[src/hw/rtl/ucsp_ram.sv]
// ----------------------------------------------------------------------------
// ucsp_ram
// Generic single-write, single-read RAM with registered read data.
// ----------------------------------------------------------------------------
`default_nettype none

module ucsp_ram #(
  parameter int unsigned WIDTH = 8,
  parameter int unsigned DEPTH = 16,
  localparam int unsigned AW   = (DEPTH > 1) ? $clog2(DEPTH) : 1
) (
  input  wire logic             clk_i,
  input  wire logic             we_i,
  input  wire logic [AW-1:0]    waddr_i,
  input  wire logic [WIDTH-1:0] wdata_i,
  input  wire logic [AW-1:0]    raddr_i,
  output logic      [WIDTH-1:0] rdata_o
);

  logic [WIDTH-1:0] mem_q [DEPTH];

  // write port and registered read port
  always_ff @(posedge clk_i) begin
    if (we_i) begin
      mem_q[waddr_i] <= wdata_i;
    end
    rdata_o <= mem_q[raddr_i];
  end

endmodule

`default_nettype wire

[config.mk]
export PLATFORM = sky130hd
export DESIGN_NAME = ucsp_ram
export DESIGN_NICKNAME = d
export VERILOG_FILES = /design/src/hw/rtl/ucsp_ram.sv
export SDC_FILE = /design/constraint.sdc
export NUM_CORES = 1
export LEC_CHECK = 0
export ABC_AREA = 1
export ABC_CLOCK_PERIOD_IN_PS = 2400
export BUFFER_PORTS_ARGS = -buffer_cell sky130_fd_sc_hd__buf_2
export CORE_UTILIZATION = 39
export DETAILED_ROUTE_END_ITERATION = 7
export PLACE_DENSITY = 0.63
export SYNTH_ARGS = -nofsm -noshare
export SYNTH_HDL_FRONTEND = slang
export SYNTH_SLANG_ARGS = --single-unit
[constraint.sdc]
create_clock -name clk_i -period 2.4 [get_ports clk_i]
set_clock_uncertainty 0.15 [all_clocks]
set_input_delay 0.24 -clock clk_i [delete_from_list [all_inputs] [get_ports clk_i]]
set_output_delay 0.24 -clock clk_i [all_outputs]
set_load 0.02 [all_outputs]
==> results of run 1 <==
[per-layer routing]
metal  wire, um  share of wire [%]
met1       5930                 45
met2       6120                 47
met3        848                6.5
met4        205                1.6
met5          0                  0
[cell type report]
class	instances	area [um2]	area share (%)
sequential	136	4000	61.4
inverter	102	383	5.87
timing repair buffer	28	160	2.46
clock inverter	5	50.0	0.768
multi-input combinational	289	1210	18.6
tap	184	230	3.53
clock buffer	26	479	7.35
[flip-flops by register name (all words and copies together), names as in the netlist]
| register | flops |
|---|---|
| mem_q | 128 |
| rdata_o | 8 |
[cells by family after synthesis]
family                 Yosys count  share of synthesized area [%]
buffers and inverters          126                           9.52
flip-flops                     136                           69.4
AND/OR/NAND/NOR                289                           21.0
[cells in the mapped netlist]
master / number
buf_1: 1
buf_2: 13
buf_4: 4
buf_6: 6
dfxtp_1: 8
edfxtp_1: 128
inv_1: 100
inv_2: 2
nand2_1: 173
nand3_1: 97
nand3b_1: 2
nor2_1: 17
[per-stage QoR]
stage / instance area, um2 / worst slack (ns) / std cells
finish: 6520 / 1.03 / 770
global route: 6520 / 0.953 / 770
CTS: 6520 / 1.02 / 770
detailed placement: 5990 / 0.578 / 739
global placement: 5990 / 0.641 / 739
floorplan: 5770 / 1.06 / 551
[report_power, final]
group,switching [mW],internal [mW]
clock network,0.900,1.46
registers,0.0175,2.66
logic,0.246,0.0869
total,1.16,4.21
[layout by cell type (no fill, tap or decap)]
cell	count
nand2_1	173
nor2_1	17
clkbuf_1	7
clkbuf_16	17
nand3_1	97
clkbuf_8	2
nand3b_1	2
bufinv_16	1
buf_4	2
inv_1	100
edfxtp_1	128
inv_2	2
buf_12	1
clkinv_2	4
buf_2	25
dfxtp_1	8
[worst max-delay path: stages]
cell and delay, ns:
buf_2 0.12, nand3b_1 0.24, nor2_1 0.66
[how the worst max path moves through the flow]
stage                     from  slack [ns]      endpoint  depth (start not counted)
floorplan           waddr_i[2]        1.06  mem_q[10][0]                          2
global placement    waddr_i[3]        0.64   mem_q[6][6]                          3
detailed placement  waddr_i[3]        0.58   mem_q[4][2]                          3
CTS                 rdata_o[4]        1.02    rdata_o[4]                          1
global route        waddr_i[3]        0.95   mem_q[6][7]                          3
finish              waddr_i[3]        1.03   mem_q[4][6]                          3
==> results.toml, run 1 <==
[outcome]
status = "finished with violations"
violations = "DRC"

[min_path]
min_path_type = "input pin to flip-flop"
min_from = "raddr_i[3]"
hold-path-endpoint = "rdata_o[6]"
hold_depth = 3

[detailed_routing]
ant_nets = 0
drtIter0Drc = 380
drc = 1
vias_per_cell = 4.91
wl_per_cell_um = 17.0
vias = 3778
routed_wl_mm = 13.1
first_pass_iters = 8

[clocking]
cts_setup_buffers = 0
cts_buffers = 17
hold_buffers = 0
cts_resized = 0
clock_latency_ns = 0.42
path_clk_slew_ns = 0.05
clk_path_buf_depth = 2
cts.sinks = 136
root_buffer = "clkbuf_16"
htreeDepth = 4
tritoncts = "built"

[global_routing]
top_usage_layer = "met2"
overflow = 0
met2_usage_pct = 29.5
grtUsageTotal_pct = 18.8
grt_pass1_wl_mm = 20.1
grt_start_max_net_pins = 65
use_met3_pct = 5.31
use_met1_pct = 25.0
antenna_found_initial = 0
first_global_vias = 3632

[sta]
holdWs_ns = 0.0593
setup-violations-final = 0
slew_headroom_pct = 45.9
post-route-period-util_pct = 57.1
tightest_slew_ns = 0.809
post-route-min-period_ns = 1.37
final_max_slew_viol_count = 0
hold_viol = 0
max_freq_mhz = 729
setup_tns_ns = 0
rsz0062_at_grt = "false"

[worst_setup_path]
arrival_ns = 1.26
rr_endpoint = "rdata_o[3]"
ff2ff_path_depth = 6
crit_required_ns = 2.29
crit_fanout = 8
path_class = "input pin to flip-flop"
rr_startpoint = "mem_q[15][3]"
critPathCaptureType = "flip-flop"
reg2reg_slack_ns = 1.20
start_kind = "input pin"

[floorplan]
die_w_um = 124
start_util_pct = 39.8
core_mm2 = 0.0145
dieArea_mm2 = 0.0153
rows = 44
ios = 26
fp.dieH_um = 124

[job]
maxCapViolCount = 0

[finish]
final_util_pct = 45.0
antenna_cells = 0
nNetsFinal = 592
drive_gt1_share_pct = 9.22
areaGrowthSynthToFinish_pct = 13.1
fillers = 1357

[power]
p_per_area_mw_per_mm2 = 824
cellLeakagePower_nw = 2.80
peakVddDrop_uv = 496
total_power_mw = 5.37

[logic_synthesis]
synth_top_area_cell = "edfxtp_1"
ys_seq_area_share_pct = 69.4
syn-num-nets = 569
syn_avg_cell_area_um2 = 10.5
synthTopCellsByArea = "edfxtp_1 (67%), nand2_1 (11%), nand3_1 (8.4%), inv_1 (6.5%), dfxtp_1 (2.8%)"
yosysUniqueCellTypes = 12
synth_top_area_share_pct = 66.7
postSynthCellCount = 551
syn_area_mm2 = 0.00577
yosys_warnings = 0
synth-seq-cells = 136

[placed_design]
place.gp.congestion = 0.839
io_buffers = 25
hpwl_mm = 7.96
(Power assumes the default switching activity.)
==> inputs of run 2 (changes only) <==
ABC_AREA = 0   (was 1)
ABC_CLOCK_PERIOD_IN_PS = 1300   (was 2400)
clock period = 1.3 ns   (was 2.4 ns; I/O delays follow)
==> run 2 against run 1 <==
The run ends with setup timing left. Synthesized cell count decreased by 58%. Sequential power rose by 85%. First-iteration DRC count shrank 59%. Global-route usage fell by 2.9 points. Area after synthesis fell by 11%. Flip-flop and latch count stayed put. Critical endpoint is now rdata_o[7]. Largest cell class unchanged. Largest power group unchanged.
==> results.toml, run 2 <==
[outcome]
status = "finished with violations"
violations = "setup timing"

[global_routing]
first_global_vias = 2585
overflow = 0
grt_start_max_net_pins = 17
grt_pass1_wl_mm = 14.9
grtUsageTotal_pct = 15.9
antenna_found_initial = 0

[sta]
setup-violations-final = 8
setup_tns_ns = -0.573
tightest_slew_ns = 0.958
rsz0062_at_grt = "true"
slew_headroom_pct = 36.0
max_freq_mhz = 726
hold_viol = 0
post-route-period-util_pct = 106
post-route-min-period_ns = 1.38
final_max_slew_viol_count = 0
worst_slack_ns = -0.0769

[clocking]
clock_latency_ns = 0.41
cts.sinks = 136
root_buffer = "clkbuf_16"
path_clk_slew_ns = 0.05
cts_buffers = 17
tritoncts = "built"
htreeDepth = 4
clk_path_buf_depth = 2

[placed_design]
placed_area_mm2 = 0.00565
io_buffers = 25
hpwl_mm = 6.19
place.gp.congestion = 0.716
place_ws_ns = -0.378

[finish]
drive_gt1_share_pct = 40.6
top_register = "mem_q"
final_util_pct = 49.9
final_cell_mix = "edfxtp_1 (128), mux4_2 (32), buf_2 (25)"
layout_commonest_cell = "edfxtp_1"
areaGrowthSynthToFinish_pct = 23.4
reg.largest.list = "mem_q: 128 flops, rdata_o: 8 flops"
largest_reg_flops = 128
design_area_mm2 = 0.00635
nNetsFinal = 315
antenna_cells = 0

[logic_synthesis]
synthTopCellsByArea = "edfxtp_1 (75%), mux4_2 (7.9%), mux4_1 (7.1%), dfxtp_1 (3.1%), a22oi_1 (2.3%)"
yosys-top-cells-count = "edfxtp_1 (128), mux4_2 (18), a22oi_1 (16), mux4_1 (14), nor2_1 (13)"
syn_area_mm2 = 0.00515
syn-num-nets = 247
synth-edff-count = 128
synth_top_area_cell = "edfxtp_1"
synth-seq-cells = 136
ys_seq_area_share_pct = 77.8
synth_top_area_share_pct = 74.7
yosys_warnings = 0
synthFlopType = "edfxtp_1"
synthArstFlopShare_pct = 0
syn_avg_cell_area_um2 = 22.5
postSynthCellCount = 229
yosysUniqueCellTypes = 19
yosysMostFrequentCell = "edfxtp_1"

[worst_setup_path]
crit_slowest_cell = "mux4_2"
rr_startpoint = "mem_q[3][7]"
arrival_ns = 1.51
path_class = "flip-flop to flip-flop"
critical_path.cell_chain = "mux4_2 -> a22oi_2 -> nand2_1"
rr_endpoint = "rdata_o[7]"
critPathMaxStageDelay_ns = 0.48
ff2ff_path_depth = 3
crit_fanout = 1
crit_required_ns = 1.44
path_buf_inv = 0
start_kind = "flip-flop"
critPathCaptureType = "flip-flop"
critical_path.top_delay_family = "multiplexers"
reg2reg_slack_ns = -0.08

[detailed_routing]
drc = 0
vias_per_cell = 5.06
first_pass_iters = 4
ant_nets = 0
wl_per_cell_um = 19.8
vias = 2437
routed_wl_mm = 9.55
drtIter0Drc = 156

[floorplan]
core_mm2 = 0.0127
die_w_um = 117
dieArea_mm2 = 0.0137
rows = 41
start_util_pct = 40.5
ios = 26
fp.dieH_um = 117

[power]
p_per_area_mw_per_mm2 = 1610
switchingPower_mw = 1.99
power_frac_clock_pct = 46.1
power_frac_comb_pct = 5.5
switching_share_pct = 19.5
cellLeakagePower_nw = 2.11
internal_power_mw = 8.21
total_power_mw = 10.2
p_seq_share_pct = 48.4
peakVddDrop_uv = 881

[min_path]
hold-path-endpoint = "mem_q[2][6]"
hold_depth = 3
min_path_type = "input pin to flip-flop"
min_from = "waddr_i[2]"

[job]
maxCapViolCount = 0
-- run 2: cell count changes in the layout (fill, tap and decap cells not counted), moves of 8 or more --
cell | previous run | this run
buf_4 | 2 | 22
a22oi_2 | 0 | 9
nand2_1 | 173 | 9
mux4_2 | 0 | 32
inv_1 | 100 | 0
dlygate4sd3_1 | 0 | 8
nand3_1 | 97 | 1
-- run 2: tightest hold or removal path, delay by kind of cell --
kind	cells	cell delay, ns
and+or+nand+nor	2	0.28
buffers and inverters	1	0.09
-- run 2: cells by family after synthesis --
kind of cell	Yosys count	share of synthesized area [%]
DFF	136	77.8
and+or+nand+nor	35	3.18
AOI/OAI and AO/OA	16	2.33
muxes	32	15.0
buffers and inverters	10	1.68
-- run 2: per-layer routing --
metal | track usage, % | wire length [um]
met4 | 6.16 | 113
met1 | 21.0 | 4420
met3 | 4.63 | 318
met2 | 25.2 | 4700
met5 | 0 | 0
-- run 2: area by class of cell --
type                    count  area [um2]
multi-input cells          83        1100
clock inverters             9         124
repair buffers             59         450
clock buffers              23         458
fillers                  1051        6370
flip-flops and latches    136        4000
well taps                 172         215
-- run 2: what timing repair did --
item                       CTS  global route
buffers inserted             0             0
resized for setup            8             2
setup endpoints to repair    8             8
pin swaps                    4             1
hold endpoints to repair   128             0
hold buffers                 8             0
-- run 2: power groups by stage --
stage | Combinational [mW] | Sequential, mW | Clock (mW)
2_1_floorplan | 0.279 | 5.05 | 0
3_3_place_gp | 0.521 | 5.02 | 0
3_5_place_dp | 0.531 | 5.03 | 0
4_1_cts | 0.566 | 4.94 | 4.76
5_1_grt | 0.607 | 4.94 | 4.96
6_report | 0.561 | 4.94 | 4.70
-- run 2: worst max-delay path by stage --
stage	startpoint	to	slack, ns	cells past startpoint
finish	mem_q[3][7]	rdata_o[7]	-0.08	3
CTS	mem_q[2][5]	rdata_o[5]	-0.1	3
floorplan	waddr_i[2]	mem_q[0][0]	-0.11	2
global placement	raddr_i[0]	rdata_o[7]	-0.37	5
detailed placement	raddr_i[0]	rdata_o[7]	-0.38	5
global route	mem_q[2][7]	rdata_o[7]	-0.12	3
-- run 2: stage by stage --
step	instances	hold slack, ns
final	482	0.132
after CTS	482	0.124
after floorplan	229	0.0789
after detailed placement	442	0.376
after global routing	482	0.124
after global placement	442	0.365
