===== src/hw/rtl/ucsp_pkg.sv =====
// ----------------------------------------------------------------------------
// ucsp_pkg
// Shared types and constants of the uniform cost shortest path engine.
// ----------------------------------------------------------------------------
`default_nettype none

package ucsp_pkg;

  // default sizes of the node and edge stores
  localparam int unsigned MaxNodesDef = 64;
  localparam int unsigned MaxEdgesDef = 256;

  // field widths
  localparam int unsigned DistW    = 22;
  localparam int unsigned CostW    = 16;
  localparam int unsigned EndW     = 7;
  localparam int unsigned NodeIdxW = 6;
  localparam int unsigned SlotW    = 8;
  localparam int unsigned NodeCntW = 7;
  localparam int unsigned EdgeCntW = 9;
  localparam int unsigned CfgIdxW  = 2;
  localparam int unsigned CfgDataW = 9;

  // distance codes
  localparam logic [DistW-1:0] DIST_INF = {DistW{1'b1}};
  localparam logic [DistW-1:0] DIST_SAT = {{(DistW-1){1'b1}}, 1'b0};

  // command codes
  localparam logic CMD_LOAD  = 1'b0;
  localparam logic CMD_QUERY = 1'b1;

  // configuration register indexes
  localparam logic [CfgIdxW-1:0] CFG_NODE_COUNT = 2'd0;
  localparam logic [CfgIdxW-1:0] CFG_EDGE_COUNT = 2'd1;

  // input word
  typedef struct packed {
    logic                command;
    logic [SlotW-1:0]    edge_slot;
    logic [EndW-1:0]     edge_from;
    logic [EndW-1:0]     edge_to;
    logic [NodeIdxW-1:0] source_node;
    logic [NodeIdxW-1:0] target_node;
    logic [CostW-1:0]    step_cost;
  } ucsp_in_t;

  // result word
  typedef struct packed {
    logic [DistW-1:0] distance;
    logic             reachable;
  } ucsp_out_t;

  // edge store entry, 1-based endpoints
  typedef struct packed {
    logic [EndW-1:0] from_node;
    logic [EndW-1:0] to_node;
  } ucsp_edge_t;

  // node store entry
  typedef struct packed {
    logic             visited;
    logic [DistW-1:0] node_dist;
  } ucsp_node_t;

endpackage

`default_nettype wire


===== src/hw/rtl/ucsp_alu.sv =====
// ----------------------------------------------------------------------------
// ucsp_alu
// Shared distance unit: saturating path sum and one less-than compare.
// ----------------------------------------------------------------------------
`default_nettype none

module ucsp_alu
  import ucsp_pkg::*;
(
  input  wire logic [DistW-1:0] best_i,
  input  wire logic [CostW-1:0] cost_i,
  input  wire logic [DistW-1:0] lhs_i,
  input  wire logic [DistW-1:0] rhs_i,
  output logic      [DistW-1:0] sum_o,
  output logic                  less_o
);

  logic [DistW:0] sum_raw;

  // candidate distance, held below the unreachable code
  assign sum_raw = {1'b0, best_i} + {{(DistW + 1 - CostW){1'b0}}, cost_i};
  assign sum_o   = (sum_raw > {1'b0, DIST_SAT}) ? DIST_SAT : sum_raw[DistW-1:0];

  assign less_o  = lhs_i < rhs_i;

endmodule

`default_nettype wire


===== config.mk =====
export PLATFORM = sky130hd
export DESIGN_NAME = ucsp_alu
export DESIGN_NICKNAME = d
export VERILOG_FILES = /design/src/hw/rtl/ucsp_pkg.sv /design/src/hw/rtl/ucsp_alu.sv
export SDC_FILE = /design/constraint.sdc
export NUM_CORES = 1
export LEC_CHECK = 0
export BUFFER_PORTS_ARGS = -buffer_cell sky130_fd_sc_hd__buf_2
export CORE_UTILIZATION = 45
export DETAILED_ROUTE_END_ITERATION = 6
export PLACE_DENSITY = 0.81
export SLEW_MARGIN = 40
export SYNTH_ARGS = -nofsm -noshare
export SYNTH_HDL_FRONTEND = slang
export SYNTH_SLANG_ARGS = --single-unit

===== constraint.sdc =====
create_clock -name vclk -period 3.4
set_input_delay 0.34 -clock vclk [all_inputs]
set_output_delay 0.34 -clock vclk [all_outputs]
set_load 0.005 [all_outputs]

==> results of run 1 <==
==> power groups by stage <==
stage | Combinational, µW | Sequential (µW) | Clock, µW
final | 414 | 0 | 0
after global routing | 464 | 0 | 0
after CTS | 411 | 0 | 0
after detailed placement | 409 | 0 | 0
after global placement | 401 | 0 | 0
after floorplan | 265 | 0 | 0
==> timing repair <==
item                                    4_1_cts  5_1_grt
gates resized for setup                       0        1
hold buffers                                  0        0
endpoints found under the setup margin        0        4
==> worst max-delay path: stages <==
cell     delay [ns]
buf_2          0.10
ha_1           0.39
a21oi_1        0.17
o21ai_1        0.11
a31oi_1        0.27
o31ai_4        0.14
a21oi_2        0.20
or2_1          0.48
inv_1          0.18
or3_1          0.39
buf_2          0.13
==> metal layers <==
| metal | vias up | track usage, % | share of wire [%] |
|---|---|---|---|
| li1 | 1229 | - | - |
| met1 | 1061 | 28.2 | 46 |
| met2 | 73 | 38.1 | 49 |
| met3 | 0 | 0.685 | 4.9 |
| met4 | 0 | 0.798 | 0 |
| met5 | - | 0 | 0 |
==> how the worst max path moves through the flow <==
stage               endpoint  slack (ns)  cells past startpoint
global route        sum_o[7]       0.001                     11
finish              sum_o[7]        0.15                     11
floorplan           sum_o[0]        0.65                     11
CTS                 sum_o[7]        0.17                     11
detailed placement  sum_o[7]        0.17                     11
global placement    sum_o[7]        0.26                     10
==> kinds of logic (layout without fill, tap and decap cells) <==
| logic type | after synthesis | in the layout | share of synthesized area (%) |
|---|---|---|---|
| fa+ha+maj | 38 | 38 | 25.4 |
| buf+inv | 40 | 138 | 8.24 |
| simple gates | 110 | 110 | 29.8 |
| compound gates | 82 | 82 | 30.6 |
| xor+xnor | 8 | 8 | 3.69 |
| mux | 4 | 4 | 2.24 |
==> cells in the final DEF, fill, tap and decap left out, types with 2 or more instances in the layout <==
master / netlist / final
xnor2_1: 6 / 6
o21bai_1: 2 / 2
mux2_2: 2 / 2
nand2_1: 28 / 28
a2111o_1: 2 / 2
o21ai_0: 13 / 13
or2_1: 2 / 2
a21oi_1: 24 / 24
nor4_1: 2 / 2
nand4_1: 11 / 11
ha_1: 37 / 37
o31ai_4: 2 / 2
xor2_1: 2 / 2
a31oi_1: 2 / 2
nand2b_1: 5 / 5
a211oi_1: 3 / 3
nand3_1: 9 / 9
inv_1: 33 / 33
mux2i_1: 2 / 2
o21ai_1: 2 / 2
nand4b_1: 2 / 2
buf_2: 2 / 105
nor2b_1: 5 / 4
a21o_1: 13 / 13
and3_1: 6 / 6
nor2_1: 21 / 21
o211ai_1: 3 / 3
or2_2: 2 / 2
nor3_1: 9 / 9
==> through the flow <==
step / util [%] / cells / area [µm²] / hold slack, ns / setup slack, ns
2_1_floorplan: - / 282 / 1900 / 0.807 / 0.648
3_3_place_gp: 60.9 / 430 / 2450 / 1.04 / 0.257
3_5_place_dp: 60.9 / 430 / 2450 / 1.04 / 0.167
4_1_cts: 60.9 / 430 / 2450 / 1.04 / 0.166
5_1_grt: 61.0 / 430 / 2460 / 1.07 / 0.00138
6_report: 61.0 / 430 / 2460 / 1.04 / 0.153
==> cell type report <==
type	count	area share [%]
inverter	33	5.04
multi-input combinational	242	71.0
tap	50	2.55
timing repair buffer	105	21.4
==> metrics.md, run 1 <==
| Metric | Value |
|---|---|
| Die X | `66.9 µm` |
| Fin. max-slew vios | `0` |
| Critical Path End Type | `output pin` |
| Post-synthesis sequential area ratio | `0%` |
| Yosys warning total | `0` |
| NumNets Final | `502` |
| Min Tclk post-route | `3.25 ns` |
| PortBufs | `105` |
| VDD IR-drop max | `0.0676 mV` |
| Post-DR vias/cell | `5.50` |
| Vias in the first global route | `1,959` |
| Setup TNS | `0 ns` |
| All-Layer GR Usage | `20.9%` |
| Initial DRC Count | `102` |
| CLK BUF | `0` |
| Critical Path Source | `best_i[9]` |
| Worst Hold End | `sum_o[20]` |
| Top cells by area, synth | `ha_1 24%, inv_1 6.5%, a21oi_1 6.3%` |
| Die Ht | `66.9 µm` |
| Average size of a mapped cell | `6.73 µm²` |
| Worst EP required | `3.06 ns` |
| Worst hold path type | `input pin to output pin` |
| P&R area growth vs syn | `29.4%` |
| Gpl congestion | `0.956` |
| Net Sw Power | `221 µW` |
| Clk network pwr share | `0%` |
| Fill cells | `394` |
| Post-synthesis cell type count | `57` |
| Total Wirelength | `5050 µm` |
| DR pass1 iterations | `4` |
| Core Rows | `23` |
| Initial antenna violation count | `0` |
| Status | `finished clean` |
| FF+latch count | `0` |
| Sw frac | `53.3%` |
| Largest net degree at the start of global routing | `20` |
| Max-cap viol count | `0` |
| Post-CTS Setup Inserts | `0` |
| Top post-synthesis cells by count | `37 x ha_1, 33 x inv_1, 28 x nand2_1` |
| Final Hold Fails | `0` |
| Least-Margin Pin Slew | `0.644 ns` |
| Slew headroom | `56.5%` |
| Setup Crit Path Kind | `input pin to output pin` |
| Antenna Cells | `0` |
| Pwr Total | `414 µW` |
| Cell count after synthesis | `282` |
| Via Count | `2,363` |
| Yosys top cell by area | `ha_1` |
| Seq pwr share | `0%` |
| Starting density of the core | `47.1%` |
| Combinational Power Share | `100.0%` |
| Post-DP HPWL | `4410 µm` |
| Core area | `4030 µm²` |
| Grt total ovfl | `0` |
| Cell Int Power | `194 µW` |
| Num ports | `105` |
| First-pass GRT wire length | `7720 µm` |
| CP arrival | `2.91 ns` |
| DRC viols | `0` |
| Number of routed nets with antenna violations | `0` |
| Layout cells sized above 1 | `31.1%` |
| Die area | `4480 µm²` |
| Syn nets | `402` |
| Period utilization | `95.5%` |
| CP max FO | `19` |
| Routed length per instance | `11.7 µm` |
| Register area | `0 µm²` |
| Unrepaired setup endpoints after global routing | `no` |
| Worst hold start | `best_i[20]` |
| Critical path launch point type | `input pin` |
| WHS Path Cells | `3` |
| Cell area after synthesis | `1900 µm²` |
| Pwr dens | `169 nW/µm²` |
| Fmax achieved | `308 MHz` |
| Leakage power | `0.00138 µW` |
| Top-count cell post-synth | `ha_1` |
| Final setup vio count | `0` |
| Multi-input logic area | `1740 µm²` |
| Top-area cell type share of the netlist area | `24.4%` |
Note: power is estimated with default switching activity, not from simulation.
==> run 2: changes to the inputs <==
Clock period 3.4 ns to 3.45 ns, I/O delays scaled along.
==> run 2 against run 1 <==
Effect of this change:
- setup slack better by 0.093 ns
- combinational power is 1% lower
- non-clock buffer count stayed put
- critical path type unchanged
- largest power group unchanged
- global-route usage is 0.53 points higher
==> metrics.md, run 2 (synthesized netlist as in run 1, its figures left out) <==
| Metric | Value |
|---|---|
| Status | `finished clean` |
| DR pass1 iterations | `4 (unchanged)` |
| Total Wirelength | `5070 µm (+0.52%)` |
| Antenna Cells | `0 (unchanged)` |
| Initial antenna violation count | `0 (unchanged)` |
| Register area | `0 µm² (unchanged)` |
| Seq pwr share | `0% (unchanged)` |
| Setup TNS | `0 ns (unchanged)` |
| Starting density of the core | `47.1% (unchanged)` |
| PortBufs | `105 (unchanged)` |
| Post-DP HPWL | `4450 µm (+0.76%)` |
| Fmax achieved | `312 MHz` |
| Die Ht | `66.9 µm (unchanged)` |
| Sw frac | `53.3% (about the same)` |
| FF+latch count | `0 (unchanged)` |
| Num ports | `105 (unchanged)` |
| Unrepaired setup endpoints after global routing | `no` |
| Fin. max-slew vios | `0 (unchanged)` |
| CP arrival | `2.86 ns (-0.05 ns)` |
| CP max FO | `19 (unchanged)` |
| Fill cells | `410 (+4.1%)` |
| Max-cap viol count | `0 (unchanged)` |
| Routed length per instance | `11.8 µm (+0.52%)` |
| Number of routed nets with antenna violations | `0 (unchanged)` |
| Grt total ovfl | `0 (unchanged)` |
| Hold_buf cts | `0 (unchanged)` |
| Net Sw Power | `218 µW (-1.5%)` |
| NumNets Final | `502 (unchanged)` |
| Period utilization | `92.9%` |
| Die X | `66.9 µm (unchanged)` |
| Gpl congestion | `0.956 (unchanged)` |
| Largest net degree at the start of global routing | `20 (unchanged)` |
| Final Cell Area | `2450 µm² (-0.10%)` |
| Min Tclk post-route | `3.20 ns` |
| All-Layer GR Usage | `21.5% (+0.53 points)` |
| Leakage power | `0.00138 µW (about the same)` |
| CLK BUF | `0 (unchanged)` |
| DRC viols | `0 (unchanged)` |
| Die area | `4480 µm² (unchanged)` |
| Combinational Power Share | `100.0% (about the same)` |
| Pwr dens | `166 nW/µm² (-1.4%)` |
| Clk network pwr share | `0% (unchanged)` |
| Core area | `4030 µm² (unchanged)` |
| Critical Path End Type | `output pin` |
| Final Hold Fails | `0 (unchanged)` |
| Least-Margin Pin Slew | `0.624 ns (-0.0197 ns)` |
| Initial DRC Count | `98 (-3.9%)` |
| Core Rows | `23 (unchanged)` |
| Vias in the first global route | `1,978 (+0.97%)` |
| Final setup vio count | `0 (unchanged)` |
| Worst hold path type | `input pin to output pin` |
| Setup Crit Path Kind | `input pin to output pin` |
| Slew headroom | `57.3% (+0.78 points)` |
| Worst EP required | `3.11 ns (+0.05 ns)` |
| Post-DR vias/cell | `5.50 (+0.13%)` |
| Dpl cell area | `2450 µm² (unchanged)` |
| Critical path launch point type | `input pin` |
| Layout cells sized above 1 | `31.1% (unchanged)` |
| Commonest non-fill, non-tap cell in the layout | `buf_2` |
| VDD IR-drop max | `0.0638 mV (-5.6%)` |
| Most frequent cells in the layout | `105 x buf_2, 37 x ha_1, 33 x inv_1, 28 x nand2_1, 24 x a21oi_1` |
| Via Count | `2,366 (+0.13%)` |
| Cell Int Power | `190 µW (-1.6%)` |
| First-pass GRT wire length | `7900 µm (+2.3%)` |
| P&R area growth vs syn | `29.3%` |
==> run 2: power by group through the flow <==
| stage | Combinational, µW | Sequential (µW) | Clock (µW) |
|---|---|---|---|
| 2_1_floorplan | 262 | 0 | 0 |
| 3_3_place_gp | 395 | 0 | 0 |
| 3_5_place_dp | 403 | 0 | 0 |
| 4_1_cts | 405 | 0 | 0 |
| 5_1_grt | 457 | 0 | 0 |
| 6_report | 408 | 0 | 0 |
==> run 2: worst paths after layout <==
path | startpoint | endpoint | depth (start not counted)
hold / removal | best_i[20] | sum_o[20] | 3
setup / recovery | best_i[0] | sum_o[7] | 13
==> run 2: repair_timing <==
action | 4_1_cts | 5_1_grt
gates resized for setup | 0 | 1
setup endpoints to repair | 0 | 1
buffers inserted | 0 | 0
==> run 2: final cells by class <==
class	instances	area [µm²]	share of cell area [%]
inverter	33	124	5.05
multi-input combinational	242	1740	71.0
tap	50	62.6	2.55
timing repair buffer	105	526	21.4
==> run 2: critical path, cell delays in order <==
cell and delay [ns]:
buf_2 0.08, ha_1 0.17, inv_1 0.06, fa_1 0.40, nor2b_1 0.24, o21bai_1 0.11, a21o_1 0.22, o31ai_4 0.27
a21oi_2 0.12, or2_2 0.45, inv_1 0.16, or3_1 0.13, buf_2 0.10
==> run 2: metal layers <==
metal / vias to the layer above / track usage (%) / wire length [µm]
li1: 1228 / - / -
met5: - / 0 / 0
met1: 1063 / 29.6 / 2350
met4: 0 / 1.06 / 13
met2: 73 / 38.3 / 2440
met3: 2 / 0.514 / 272
==> run 2: through the flow <==
step	total power (µW)	hold slack (ns)	instances	worst slack, ns	utilization [%]
floorplan	262	0.817	282	0.688	-
global placement	395	1.05	430	0.297	60.9
detailed placement	403	1.04	430	0.241	60.9
CTS	405	1.05	430	0.225	60.9
global route	457	1.08	430	0.0734	60.9
finish	408	1.05	430	0.246	60.9
